## src/design/zdp_pkg.sv

```systemverilog
// Package for the ZIP directory entry parser: result kinds, header layout
// constants, the transaction types and the decode functions. No dependencies.
`default_nettype none

package zdp_pkg;

	localparam int BYTE_W  = 8;
	localparam int KIND_W  = 5;
	localparam int VALUE_W = 32;
	localparam int LEN_W   = 16;
	localparam int POS_W   = 6;

	// Result kinds.
	localparam logic [KIND_W-1:0] KIND_MADEBY  = 5'd0;
	localparam logic [KIND_W-1:0] KIND_NEEDED  = 5'd1;
	localparam logic [KIND_W-1:0] KIND_FLAGS   = 5'd2;
	localparam logic [KIND_W-1:0] KIND_METHOD  = 5'd3;
	localparam logic [KIND_W-1:0] KIND_HOUR    = 5'd4;
	localparam logic [KIND_W-1:0] KIND_MINUTE  = 5'd5;
	localparam logic [KIND_W-1:0] KIND_SECOND  = 5'd6;
	localparam logic [KIND_W-1:0] KIND_YEAR    = 5'd7;
	localparam logic [KIND_W-1:0] KIND_MONTH   = 5'd8;
	localparam logic [KIND_W-1:0] KIND_DAY     = 5'd9;
	localparam logic [KIND_W-1:0] KIND_CRC     = 5'd10;
	localparam logic [KIND_W-1:0] KIND_CSIZE   = 5'd11;
	localparam logic [KIND_W-1:0] KIND_USIZE   = 5'd12;
	localparam logic [KIND_W-1:0] KIND_NLEN    = 5'd13;
	localparam logic [KIND_W-1:0] KIND_ELEN    = 5'd14;
	localparam logic [KIND_W-1:0] KIND_CLEN    = 5'd15;
	localparam logic [KIND_W-1:0] KIND_DISK    = 5'd16;
	localparam logic [KIND_W-1:0] KIND_IATTR   = 5'd17;
	localparam logic [KIND_W-1:0] KIND_EATTR   = 5'd18;
	localparam logic [KIND_W-1:0] KIND_OFFSET  = 5'd19;
	localparam logic [KIND_W-1:0] KIND_NAME    = 5'd20;
	localparam logic [KIND_W-1:0] KIND_EXTRA   = 5'd21;
	localparam logic [KIND_W-1:0] KIND_COMMENT = 5'd22;
	localparam logic [KIND_W-1:0] KIND_BADSIG  = 5'd23;
	localparam logic [KIND_W-1:0] KIND_NONE    = 5'd31;

	// Header lengths and date base.
	localparam logic [POS_W-1:0] HDR_LOCAL   = 6'd30;
	localparam logic [POS_W-1:0] HDR_CENTRAL = 6'd46;
	localparam logic [POS_W-1:0] SIG_LEN     = 6'd4;
	localparam logic [10:0]      YEAR_BASE   = 11'd1980;
	localparam logic [BYTE_W-1:0] NUL_BYTE   = 8'h00;
	localparam logic [BYTE_W-1:0] SPACE_BYTE = 8'h20;

	// One result transaction.
	typedef struct packed {
		logic [KIND_W-1:0]  kind;
		logic [VALUE_W-1:0] value;
		logic               done;
	} result_t;

	// The up to three results caused by one input byte.
	typedef struct packed {
		logic [1:0]        count;
		result_t [2:0]     res;
	} group_t;

	// Expected signature byte: "PK\3\4" for local, "PK\1\2" for central.
	function automatic logic [BYTE_W-1:0] sig_byte(input logic is_local,
		input logic [1:0] idx);
		logic [BYTE_W-1:0] b;
		unique case (idx)
			2'd0: b = 8'h50;
			2'd1: b = 8'h4B;
			2'd2: b = is_local ? 8'h03 : 8'h01;
			default: b = is_local ? 8'h04 : 8'h02;
		endcase
		return b;
	endfunction

	// Kind of the field completed at a header byte index, or none.
	function automatic logic [KIND_W-1:0] field_kind(input logic is_local,
		input logic [POS_W-1:0] pos);
		logic [KIND_W-1:0] k;
		k = KIND_NONE;
		if (is_local) begin
			unique case (pos)
				6'd5:    k = KIND_NEEDED;
				6'd7:    k = KIND_FLAGS;
				6'd9:    k = KIND_METHOD;
				6'd11:   k = KIND_HOUR;
				6'd13:   k = KIND_YEAR;
				6'd17:   k = KIND_CRC;
				6'd21:   k = KIND_CSIZE;
				6'd25:   k = KIND_USIZE;
				6'd27:   k = KIND_NLEN;
				6'd29:   k = KIND_ELEN;
				default: k = KIND_NONE;
			endcase
		end else begin
			unique case (pos)
				6'd5:    k = KIND_MADEBY;
				6'd7:    k = KIND_NEEDED;
				6'd9:    k = KIND_FLAGS;
				6'd11:   k = KIND_METHOD;
				6'd13:   k = KIND_HOUR;
				6'd15:   k = KIND_YEAR;
				6'd19:   k = KIND_CRC;
				6'd23:   k = KIND_CSIZE;
				6'd27:   k = KIND_USIZE;
				6'd29:   k = KIND_NLEN;
				6'd31:   k = KIND_ELEN;
				6'd33:   k = KIND_CLEN;
				6'd35:   k = KIND_DISK;
				6'd37:   k = KIND_IATTR;
				6'd41:   k = KIND_EATTR;
				6'd45:   k = KIND_OFFSET;
				default: k = KIND_NONE;
			endcase
		end
		return k;
	endfunction

endpackage

`default_nettype wire

```

## src/design/zdp_if.sv

```systemverilog
// Valid/ready channel interfaces for the ZIP directory entry parser.
// Depends on zdp_pkg for the field widths.
`default_nettype none

interface zdp_in_if;
	logic                      valid;
	logic                      ready;
	logic [zdp_pkg::BYTE_W-1:0] byte_value;
	logic                      entry_start;
	logic                      local_layout;

	modport source(output valid, byte_value, entry_start, local_layout, input ready);
	modport sink(input valid, byte_value, entry_start, local_layout, output ready);
endinterface

interface zdp_out_if;
	logic                       valid;
	logic                       ready;
	logic [zdp_pkg::KIND_W-1:0]  item_kind;
	logic [zdp_pkg::VALUE_W-1:0] item_value;
	logic                       entry_done;

	modport source(output valid, item_kind, item_value, entry_done, input ready);
	modport sink(input valid, item_kind, item_value, entry_done, output ready);
endinterface

`default_nettype wire

```

## src/design/zdp_parser.sv

```systemverilog
// Entry parser: per-entry state and the decode of one byte into up to three
// results. Depends on zdp_pkg.
`default_nettype none

module zdp_parser (
	input  wire logic                       clk,
	input  wire logic                       arst_n,
	input  wire logic                       accept,
	input  wire logic [zdp_pkg::BYTE_W-1:0] byte_value,
	input  wire logic                       entry_start,
	input  wire logic                       local_layout,
	output zdp_pkg::group_t                 grp
);

	logic [zdp_pkg::POS_W-1:0]   pos_q, pos_d, pos_cur, hdr;
	logic                        local_q, local_d;
	logic                        skip_q, skip_d, active;
	logic [zdp_pkg::VALUE_W-1:0] acc_q, acc_d, acc_shift;
	logic [zdp_pkg::LEN_W-1:0]   name_q, name_d, extra_q, extra_d, comment_q, comment_d;
	logic [zdp_pkg::LEN_W-1:0]   v16;
	logic [zdp_pkg::KIND_W-1:0]  kind;
	logic                        wide;
	logic [11:0]                 year;

	// Next-state and result decode for the byte at the input.
	always_comb begin
		grp       = '0;
		skip_d    = skip_q;
		local_d   = local_q;
		pos_d     = pos_q;
		acc_d     = acc_q;
		name_d    = name_q;
		extra_d   = extra_q;
		comment_d = comment_q;

		// A start byte abandons any entry in progress.
		if (entry_start) begin
			skip_d    = 1'b0;
			local_d   = local_layout;
			pos_d     = '0;
			name_d    = '0;
			extra_d   = '0;
			comment_d = '0;
		end
		pos_cur   = pos_d;
		active    = entry_start || !skip_q;
		hdr       = local_d ? zdp_pkg::HDR_LOCAL : zdp_pkg::HDR_CENTRAL;
		acc_shift = {byte_value, acc_q[zdp_pkg::VALUE_W-1:zdp_pkg::BYTE_W]};
		v16       = acc_shift[zdp_pkg::VALUE_W-1:zdp_pkg::LEN_W];
		kind      = zdp_pkg::field_kind(local_d, pos_cur);
		wide      = (kind == zdp_pkg::KIND_CRC) || (kind == zdp_pkg::KIND_CSIZE) ||
			(kind == zdp_pkg::KIND_USIZE) || (kind == zdp_pkg::KIND_EATTR) ||
			(kind == zdp_pkg::KIND_OFFSET);
		// The year reaches 2107, so it needs twelve bits.
		year      = {5'd0, v16[15:9]} + {1'b0, zdp_pkg::YEAR_BASE};

		if (active) begin
			if (pos_cur < zdp_pkg::SIG_LEN) begin
				// Signature check, one byte at a time.
				if (byte_value != zdp_pkg::sig_byte(local_d, pos_cur[1:0])) begin
					grp.count        = 2'd1;
					grp.res[0].kind  = zdp_pkg::KIND_BADSIG;
					grp.res[0].value = {24'd0, byte_value};
					grp.res[0].done  = 1'b1;
					skip_d           = 1'b1;
				end else begin
					pos_d = pos_cur + 6'd1;
				end
			end else if (pos_cur < hdr) begin
				// Fixed header fields.
				acc_d = acc_shift;
				pos_d = pos_cur + 6'd1;
				case (kind)
					zdp_pkg::KIND_HOUR: begin
						grp.count        = 2'd3;
						grp.res[0].kind  = zdp_pkg::KIND_HOUR;
						grp.res[0].value = {27'd0, v16[15:11]};
						grp.res[1].kind  = zdp_pkg::KIND_MINUTE;
						grp.res[1].value = {26'd0, v16[10:5]};
						grp.res[2].kind  = zdp_pkg::KIND_SECOND;
						grp.res[2].value = {26'd0, v16[4:0], 1'b0};
					end
					zdp_pkg::KIND_YEAR: begin
						grp.count        = 2'd3;
						grp.res[0].kind  = zdp_pkg::KIND_YEAR;
						grp.res[0].value = {20'd0, year};
						grp.res[1].kind  = zdp_pkg::KIND_MONTH;
						grp.res[1].value = {28'd0, v16[8:5]};
						grp.res[2].kind  = zdp_pkg::KIND_DAY;
						grp.res[2].value = {27'd0, v16[4:0]};
					end
					zdp_pkg::KIND_NONE: begin
						grp.count = 2'd0;
					end
					default: begin
						grp.count        = 2'd1;
						grp.res[0].kind  = kind;
						grp.res[0].value = wide ? acc_shift : {16'd0, v16};
					end
				endcase
				if (kind == zdp_pkg::KIND_NLEN) name_d = v16;
				if (kind == zdp_pkg::KIND_ELEN) extra_d = v16;
				if (kind == zdp_pkg::KIND_CLEN) comment_d = v16;
				// Header end with nothing behind it closes the entry.
				if ((pos_cur + 6'd1 == hdr) && (name_d == '0) && (extra_d == '0) &&
					(comment_d == '0)) begin
					if (grp.count == 2'd3) grp.res[2].done = 1'b1;
					else grp.res[0].done = 1'b1;
					skip_d = 1'b1;
				end
			end else begin
				// Name, extra and comment bytes pass through in that order.
				grp.count        = 2'd1;
				grp.res[0].value = {24'd0, byte_value};
				if (name_q != '0) begin
					grp.res[0].kind = zdp_pkg::KIND_NAME;
					if (byte_value == zdp_pkg::NUL_BYTE)
						grp.res[0].value = {24'd0, zdp_pkg::SPACE_BYTE};
					name_d = name_q - 16'd1;
				end else if (extra_q != '0) begin
					grp.res[0].kind = zdp_pkg::KIND_EXTRA;
					extra_d = extra_q - 16'd1;
				end else if (comment_q != '0) begin
					grp.res[0].kind = zdp_pkg::KIND_COMMENT;
					comment_d = comment_q - 16'd1;
				end else begin
					grp.count = 2'd0;
				end
				if ((name_d == '0) && (extra_d == '0) && (comment_d == '0)) begin
					grp.res[0].done = 1'b1;
					skip_d = 1'b1;
				end
			end
		end
	end

	// Entry state, updated on every accepted byte.
	always_ff @(posedge clk or negedge arst_n) begin
		if (!arst_n) begin
			pos_q     <= '0;
			local_q   <= 1'b0;
			skip_q    <= 1'b1;
			acc_q     <= '0;
			name_q    <= '0;
			extra_q   <= '0;
			comment_q <= '0;
		end else if (accept) begin
			pos_q     <= pos_d;
			local_q   <= local_d;
			skip_q    <= skip_d;
			acc_q     <= acc_d;
			name_q    <= name_d;
			extra_q   <= extra_d;
			comment_q <= comment_d;
		end
	end

endmodule

`default_nettype wire

```

## src/design/zdp_emitter.sv

```systemverilog
// Result register: holds the results of one byte and hands them out one
// transaction per ready cycle. Depends on zdp_pkg and zdp_out_if.
`default_nettype none

module zdp_emitter (
	input  wire logic       clk,
	input  wire logic       arst_n,
	input  wire logic       accept,
	input  zdp_pkg::group_t grp,
	output logic            in_ready,
	zdp_out_if.source       out_ch
);

	logic [1:0]                rem_q;
	zdp_pkg::result_t [2:0]    res_q;
	logic                      pop, load;

	assign pop  = out_ch.valid && out_ch.ready;
	assign load = accept && (grp.count != 2'd0);

	// A new byte may enter when nothing is held or the last held result leaves this cycle.
	assign in_ready = (rem_q == 2'd0) || ((rem_q == 2'd1) && out_ch.ready);

	assign out_ch.valid      = rem_q != 2'd0;
	assign out_ch.item_kind  = res_q[0].kind;
	assign out_ch.item_value = res_q[0].value;
	assign out_ch.entry_done = res_q[0].done;

	// Count of results still held.
	always_ff @(posedge clk or negedge arst_n) begin
		if (!arst_n) begin
			rem_q <= 2'd0;
		end else if (load) begin
			rem_q <= grp.count;
		end else if (pop) begin
			rem_q <= rem_q - 2'd1;
		end
	end

	// Held results; the head is always in slot zero.
	always_ff @(posedge clk) begin
		if (load) begin
			res_q <= grp.res;
		end else if (pop) begin
			res_q[0] <= res_q[1];
			res_q[1] <= res_q[2];
		end
	end

endmodule

`default_nettype wire

```

## src/design/zip_directory_entry_parser_top.sv

```systemverilog
// ZIP directory entry parser, top level.
// Byte input channel in_ch: one entry byte per transaction, entry_start marks
// the first byte and local_layout on it picks local header or central entry.
// Result output channel out_ch: one field, split date/time part or passed
// byte per transaction, with entry_done on the last result of an entry.
// Latency: the results of a byte appear on out_ch the cycle after the byte
// is accepted.
// Throughput: one byte per cycle while each byte gives at most one result
// and out_ch does not stall. A byte that completes the DOS time or date gives
// three results, which the single result register drains one per ready cycle.
// Reset clears all entry state; bytes are ignored until a start byte.
// When out_ch stalls, the held result stays put and in_ch takes a new byte
// only once the last held result is leaving.
// Depends on zdp_pkg, zdp_if, zdp_parser and zdp_emitter.
`default_nettype none

module zip_directory_entry_parser_top (
	input  wire logic clk,
	input  wire logic arst_n,
	zdp_in_if.sink    in_ch,
	zdp_out_if.source out_ch
);

	zdp_pkg::group_t grp;
	logic            in_ready;
	logic            accept;

	assign in_ch.ready = in_ready;
	assign accept      = in_ch.valid && in_ready;

	// Byte decode and entry state.
	zdp_parser u_parser (
		.clk          (clk),
		.arst_n       (arst_n),
		.accept       (accept),
		.byte_value   (in_ch.byte_value),
		.entry_start  (in_ch.entry_start),
		.local_layout (in_ch.local_layout),
		.grp          (grp)
	);

	// Result register and serializer.
	zdp_emitter u_emitter (
		.clk      (clk),
		.arst_n   (arst_n),
		.accept   (accept),
		.grp      (grp),
		.in_ready (in_ready),
		.out_ch   (out_ch)
	);

endmodule

`default_nettype wire

```

## src/flat_wrapper.sv

```systemverilog
// flat-port wrapper written by rule: the top's interface ports become plain ports
module zip_directory_entry_parser_top_flat 
  (clk, arst_n, in_ch_valid, in_ch_byte_value, in_ch_entry_start, in_ch_local_layout, in_ch_ready, out_ch_valid, out_ch_item_kind, out_ch_item_value, out_ch_entry_done, out_ch_ready);
  zdp_in_if in_ch_i ();
  zdp_out_if out_ch_i ();
  input  wire logic clk;
  input  wire logic arst_n;
  input wire logic [$bits(in_ch_i.valid)-1:0] in_ch_valid;
  input wire logic [$bits(in_ch_i.byte_value)-1:0] in_ch_byte_value;
  input wire logic [$bits(in_ch_i.entry_start)-1:0] in_ch_entry_start;
  input wire logic [$bits(in_ch_i.local_layout)-1:0] in_ch_local_layout;
  output wire logic [$bits(in_ch_i.ready)-1:0] in_ch_ready;
  output wire logic [$bits(out_ch_i.valid)-1:0] out_ch_valid;
  output wire logic [$bits(out_ch_i.item_kind)-1:0] out_ch_item_kind;
  output wire logic [$bits(out_ch_i.item_value)-1:0] out_ch_item_value;
  output wire logic [$bits(out_ch_i.entry_done)-1:0] out_ch_entry_done;
  input wire logic [$bits(out_ch_i.ready)-1:0] out_ch_ready;
  assign in_ch_i.valid = in_ch_valid;
  assign in_ch_i.byte_value = in_ch_byte_value;
  assign in_ch_i.entry_start = in_ch_entry_start;
  assign in_ch_i.local_layout = in_ch_local_layout;
  assign in_ch_ready = in_ch_i.ready;
  assign out_ch_valid = out_ch_i.valid;
  assign out_ch_item_kind = out_ch_i.item_kind;
  assign out_ch_item_value = out_ch_i.item_value;
  assign out_ch_entry_done = out_ch_i.entry_done;
  assign out_ch_i.ready = out_ch_ready;
  zip_directory_entry_parser_top u_core (.clk(clk), .arst_n(arst_n), .in_ch(in_ch_i), .out_ch(out_ch_i));
endmodule
```

## config.mk

```make
export PLATFORM = sky130hd
export DESIGN_NAME = zip_directory_entry_parser_top_flat
export DESIGN_NICKNAME = d
export VERILOG_FILES = /design/src/design/zdp_pkg.sv /design/src/design/zdp_if.sv /design/src/design/zdp_parser.sv /design/src/design/zdp_emitter.sv /design/src/design/zip_directory_entry_parser_top.sv /design/src/flat_wrapper.sv
export SDC_FILE = /design/constraint.sdc
export NUM_CORES = 1
export LEC_CHECK = 0
export BUFFER_PORTS_ARGS = -buffer_cell sky130_fd_sc_hd__buf_2
export CORE_UTILIZATION = 60
export CTS_BUF_LIST = sky130_fd_sc_hd__clkbuf_4
export DETAILED_ROUTE_END_ITERATION = 10
export PLACE_DENSITY = 0.78
export SETUP_SLACK_MARGIN = 0.5
export SLEW_MARGIN = 30
export SYNTH_ARGS = -nofsm -noshare
export SYNTH_HDL_FRONTEND = slang
export SYNTH_SLANG_ARGS = --single-unit
```

## constraint.sdc

```tcl
create_clock -name clk -period 7.6 [get_ports clk]
set_input_delay 1.14 -clock clk [delete_from_list [all_inputs] [get_ports clk]]
set_output_delay 1.14 -clock clk [all_outputs]
set_load 0.02 [all_outputs]
```

After elaboration in Yosys (flattened, before gate mapping) --
Memory sizes are Yosys's and may differ from the RTL's. Cells that the tools add are included.
Cells by class: magnitude comparators 2, bitwise gates (word level) 4, reductions and logical operators 35, equal/unequal tests 17, muxes and demuxes 95, add/sub/neg operators 6
Operators with widths (number):
- $mux W16 | 39
- $mux W38 | 4
- $mux W76 | 2
- $mux W75 | 2
- $pmux W36 S2 | 2
- $pmux W37 S3 | 1
- $logic_not A16 Y1 | 6
- $mux W77 | 1
- $mux W32 | 2
- $reduce_bool A16 Y1 | 3
- $sub A16 B1 Y16 const B | 3
- $mux W6 | 6
- $eq A5 B4 Y1 const B | 6
- $mux W5 | 5
- $mux W8 | 3
- $pmux W7 S3 | 1
- $mux W1 | 17
- $mux W2 | 8
- $eq A5 B5 Y1 const B | 3
- $add A7 B11 Y12 const B | 1
- $eq A5 B3 Y1 const B | 2
- $logic_and A1 B1 Y1 | 9
- $logic_not A8 Y1 | 1
- $ne A8 B8 Y1 | 1
- 18 further kinds | 31
Word-level totals: output and inout port bits 40, flip-flop bits (word level) 204, memories kept 2, bits in read-only memories 480, word-level logic and storage cells 178, input port bits 14
Memory list:
- (no name shown) | depth 64, width 5, read ports 1, clocked after Yosys merged registers in 0, wr ports 0, line zdp_pkg.sv:94 | unique case (pos)
- (no name shown) | depth 32, width 5, read ports 1, clocked after Yosys merged registers in 0, wr ports 0, line zdp_pkg.sv:80 | unique case (pos)

Longest topological paths before layout --
An unclocked memory read counts as a cell.
word-level depth 20, depth in mapped cells 17, depth with buffers taken out 13

Hierarchy --
A second synthesis with hierarchy kept.
Second synthesis, totals: cells, all modules 1354, area, all modules 13125.1 µm²
By module, submodules not included:
- zdp_parser | area an instance 8338.0 µm², sequential area each 2003.2 µm², instances 1, cells each 1098
- zdp_emitter | area an instance 4780.8 µm², sequential area each 3473.3 µm², instances 1, cells each 255
- zip_directory_entry_parser_top | area an instance 6.3 µm², sequential area each 0.0 µm², instances 1, cells each 1

Worst setup path after synthesis --
Ideal clock, no wire load.
path kind in2reg, start input in_ch_entry_start, end register u_core.u_emitter.res_q, in the netlist u_core.u_emitter.out_ch.entry_done (enable), setup time 0.409 ns, cell stages on the path 15, path slack 2.278 ns, data arrival time 4.913 ns, path through buf_2 buf_1 clkbuf_1 clkbuf_1 clkbuf_1 nor2b_1 ha_1 nand4_1 o21ai_1 nor2_1 nand2_1 o2111ai_1 buf_2 inv_2 or2_1
On the way: cells in the longest elaborated chain, start to end 16, elaborated cells on any way between the ends 34, classes of those cells order compare: 2; eq/ne: 6; mux: 18; reduce/logical: 6; memory: 2
RTL lines:
- start, declared | line flat_wrapper.sv:10 | input wire logic [$bits(in_ch_i.entry_start)-1:0] in_ch_entry_start;
- $mux W6 | line zdp_parser.sv:37 | if (entry_start) begin
- $mem_v2 Z32 W5
- $mux W5 | line zdp_pkg.sv:80
- $mux W5 | line zdp_pkg.sv:79 | if (is_local) begin
- $eq A5 B3 Y1 | line zdp_parser.sv:73 | case (kind)
- $reduce_or A2 Y1 (no line)
- $pmux W2 S2 | line zdp_parser.sv:73
- $mux W2 | line zdp_parser.sv:69 | end else if (pos_cur < hdr) begin
- $mux W2 | line zdp_parser.sv:58 | if (pos_cur < zdp_pkg::SIG_LEN) begin
- $mux W2 | line zdp_parser.sv:57 | if (active) begin
- $mux W2 | line zdp_parser.sv:69
- $mux W2 | line zdp_parser.sv:58
- $mux W77 * | line zdp_parser.sv:57
- $reduce_bool A2 Y1 * | line zdp_emitter.sv:19 | assign load = accept && (grp.count != 2'd0);
- $logic_and A1 B1 Y1 * | line zdp_emitter.sv:19
- $reduce_bool A2 Y1 (no line) *
- end signal, assigned | line zdp_emitter.sv:43 | res_q <= grp.res;
- end, declared | line zdp_emitter.sv:15 | zdp_pkg::result_t [2:0] res_q;
Mark *: on every way between the ends. The rest lies on a longest branch, timed or not. The select of a mux whose other input is x is not followed. A chain may end at the register's enable or synchronous reset.

Final worst setup path --
start input in_ch_entry_start, end register u_core.u_emitter.rem_q[1]
On the way: elaborated cells on any way between the ends 35, classes of those cells order compare: 2; eq/ne: 6; mux: 19; reduce/logical: 6; memory: 2
RTL lines:
- $mux W1 * | line zdp_parser.sv:37
- via u_core.u_parser.local_d | line zdp_parser.sv:16 | logic local_q, local_d;
- $mux W5 | line zdp_pkg.sv:79
- $eq A5 B3 Y1 | line zdp_parser.sv:73
- $reduce_or A2 Y1 (no line)
- $pmux W2 S2 | line zdp_parser.sv:73
- $mux W2 | line zdp_parser.sv:69
- $mux W2 | line zdp_parser.sv:58
- $mux W2 | line zdp_parser.sv:57
- $mux W2 | line zdp_parser.sv:69
- $mux W2 * | line zdp_parser.sv:58
- $mux W77 * | line zdp_parser.sv:57
- $reduce_bool A2 Y1 | line zdp_emitter.sv:19
- $logic_and A1 B1 Y1 | line zdp_emitter.sv:19
- $mux W2 / $reduce_bool A2 Y1 (equally long branches)
- end signal, assigned | line zdp_emitter.sv:34 | rem_q <= grp.count;
- end signal, assigned | line zdp_emitter.sv:36 | rem_q <= rem_q - 2'd1;
- end, declared | line zdp_emitter.sv:14 | logic [1:0] rem_q;
The timed path passes the listed nets; every way through them passes the cells marked *. The select of a mux whose other input is x is not followed.

==> flow_summary.yaml <==
outcome:
  status: "finished clean"
sta:
  tns_ns: 0
  finClkSkew_ns: 0.0246
  holdWs_ns: 0.431
  finalSetupViolCount: 0
  fin_crit_ns: 4.78
  slew_violations: 0
  worst_slew_pin_slew_ns: 1.01
  rsz0062_at_grt: "no"
  finalCritPeriodShare: 0.629
  relSlewSlack: 0.322
  fmax_ghz: 0.209
  finalHoldViolCount: 0
synthesis:
  ys.warnings.count: 0
  ys_top_cells_by_area: "dfrtp_1 19%, edfxtp_1 16%, a21oi_1 3.9%"
  synth_area_mm2: 0.0106
  synthCells: 1223
  synth_nets: 1255
  synthArstFlopShare: 0.586
  postSynthAreaPerCell_um2: 8.66
  synth.yosys.seq_area_share: 0.358
  synth_top_area_frac: 0.191
  synth_top_cell_by_area: "dfrtp_1"
  synth-edff-count: 57
  synth-main-ff-cell: "dfrtp_1"
  synth.ff_latch_count: 140
  ys_types: 93
setup_path:
  crit_type: "in -> reg"
  crit_family: "buffers and inverters"
  critPathLaunchType: "input pin"
  arrival_ns: 5.28
  critical_path.max_fanout: 49
  worstSetupEndpointType: "flop"
  required_ns: 8.10
  slowest_stage: "or2_4"
  crit_buf_inv: 6
  crit_path_cell_trace: "buf_2 > inv_2 > a21boi_2 > inv_2 > ha_1 > a21oi_1 > o21ai_1 > buf_4 > nor2_1 > nand2_1 > o2111ai_1 > buf_4 > inv_2 > or2_4 > o22a_1"
  critPathMaxStageDelay_ns: 0.52
  cp_common_cell: "inv_2"
global_route:
  grt_pass1_wl_um: 51600
  antenna_found_initial: 0
  grt_usage: 0.372
  first_global_vias: 9030
  grt_max_degree: 67
  grt_overflow_total: 0
finish:
  drive_gt1_frac: 0.143
  area_growth_pct: 2.49
  layout_common_cells: "99 x nor2_1, 92 x nand2_1, 82 x a21oi_1"
  final_area_mm2: 0.0108
  nets: 1203
  layout_commonest_cell: "nor2_1"
placement:
  gp_congestion: 1.00
  portBuffers: 53
  place_hpwl_um: 22000
  place_area_mm2: 0.0105
run:
  maxCapViolations: 0
route:
  postRouteAntennaNets: 0
  drc: 0
  vias: 10100
  finalWirelength_um: 32800
  dr.pass1.iters: 6
  avgRoutedWirePerCell_um: 23.3
  avgViaCountPerCell: 7.13
  drtIter0Drc: 1401
floorplanning:
  io-pin-count: 54
  core-area_mm2: 0.0172
  fp.dieH_um: 135
  dieArea_mm2: 0.0182
  initial_utilization: 0.614
  die-width_um: 135
  std_cell_rows: 48
power:
  p_leak_uw: 0.00449
  power_density_mw_per_mm2: 206
  ir_drop_mv: 0.226
  p_total_uw: 2240
clock_network:
  clkSinkCount: 140
  post_cts_resized: 0
  ctsHtreeMaxLevel: 4
  cts_made_buffers: 17
  postCtsSetupRepairBufs: 0
  cts.clk_slew.worst_paths_ns: 0.15
  clk_latency_ns: 0.62
  cts_tree: "done"
  cts_hold_buf: 0
  cts_max_path_buffers: 2
  cts_root_buffer: "clkbuf_4"
min_path:
  hp-class: "in -> async"
==> per-layer routing <==
layer	track usage	part of all wire	routed length, um	vias up
met5	0	0	0	-
met4	0.186	0.046	1530	0
met3	0.0679	0.11	3480	136
met2	0.552	0.44	14500	679
met1	0.520	0.41	13400	4804
li1	-	-	-	4441
==> final timing paths <==
path,start,end,slack (ns),cells past startpoint
worst min register to register,u_core.u_parser.acc_q[15],u_core.u_parser.acc_q[15],0.53,1
worst max register to register,u_core.u_parser.pos_q[0],u_core.u_emitter.res_q[72],3.21,12
min in group clk,u_core.u_parser.acc_q[15],u_core.u_parser.acc_q[15],0.53,1
max in group asynchronous,arst_n,u_core.u_parser.acc_q[25],6.06,2
worst max-delay path,in_ch_entry_start,u_core.u_emitter.rem_q[1],2.82,15
worst min-delay path,arst_n,u_core.u_parser.name_q[8],0.43,1
==> flip-flops by register name, indices dropped and copies added (netlist names) <==
signal and count:
u_core.u_parser.comment_q 16, u_core.u_parser.name_q 16, u_core.u_emitter.rem_q 2, u_core.u_emitter.out_ch.entry_done 1
u_core.u_emitter.out_ch.item_kind 5, u_core.u_parser.skip_q 1, u_core.u_parser.local_q 1, u_core.u_parser.acc_q 24
u_core.u_emitter.res_q 20, u_core.u_emitter.out_ch.item_value 32, u_core.u_parser.pos_q 6, u_core.u_parser.extra_q 16
==> cells in the mapped netlist (all sizes together), types with 8 or more instances <==
cell,n
a211oi,8
a21oi,82
a22o,44
a31oi,26
a32o,10
and2,14
and3,14
buf,72
clkbuf,70
dfrtp,81
edfxtp,57
ha,18
inv,32
mux2,25
mux2i,34
nand2,92
nand2b,13
nand3,25
nand4,18
nor2,100
nor2b,15
nor3,53
nor3b,24
nor4,19
o211ai,8
o21ai,83
o22ai,28
o31ai,8
or3,13
or4,9
xnor2,12
==> layout make-up <==
class | instances | area, um^2
Clock inverter | 15 | 189
Clock buffer | 17 | 128
Tap cell | 225 | 282
Fill cell | 1467 | 6390
Inverter | 32 | 120
Antenna cell | 1 | 2.50
Multi-Input combinational cell | 909 | 5940
Timing Repair Buffer | 71 | 403
Sequential cell | 140 | 3780
==> per-stage QoR <==
step	utilization	instances	setup WS (ns)
after floorplan	-	1223	2.28
after global placement	0.610	1375	1.90
after detailed placement	0.610	1375	2.27
after CTS	0.628	1407	2.92
after global routing	0.629	1409	2.57
final	0.629	1410	2.82
==> power breakdown <==
| part | switching, uW | total (uW) | internal [uW] | leakage [uW] |
|---|---|---|---|---|
| registers | 67.1 | 1000 | 937 | 0.00170 |
| clock network | 367 | 524 | 158 | 0.000167 |
| logic | 495 | 709 | 214 | 0.00262 |
==> logic make-up after synthesis <==
logic type	after synthesis	share of synthesized area
other	1	0.000354
buffers and inverters	174	0.0835
AOI/OAI and AO/OA	372	0.239
adders and majority gates	18	0.0213
muxes	59	0.0591
xor gates and xnor gates	17	0.0141
and+or+nand+nor	442	0.225
DFF	140	0.358
Power figures use the tool's default switching activity.
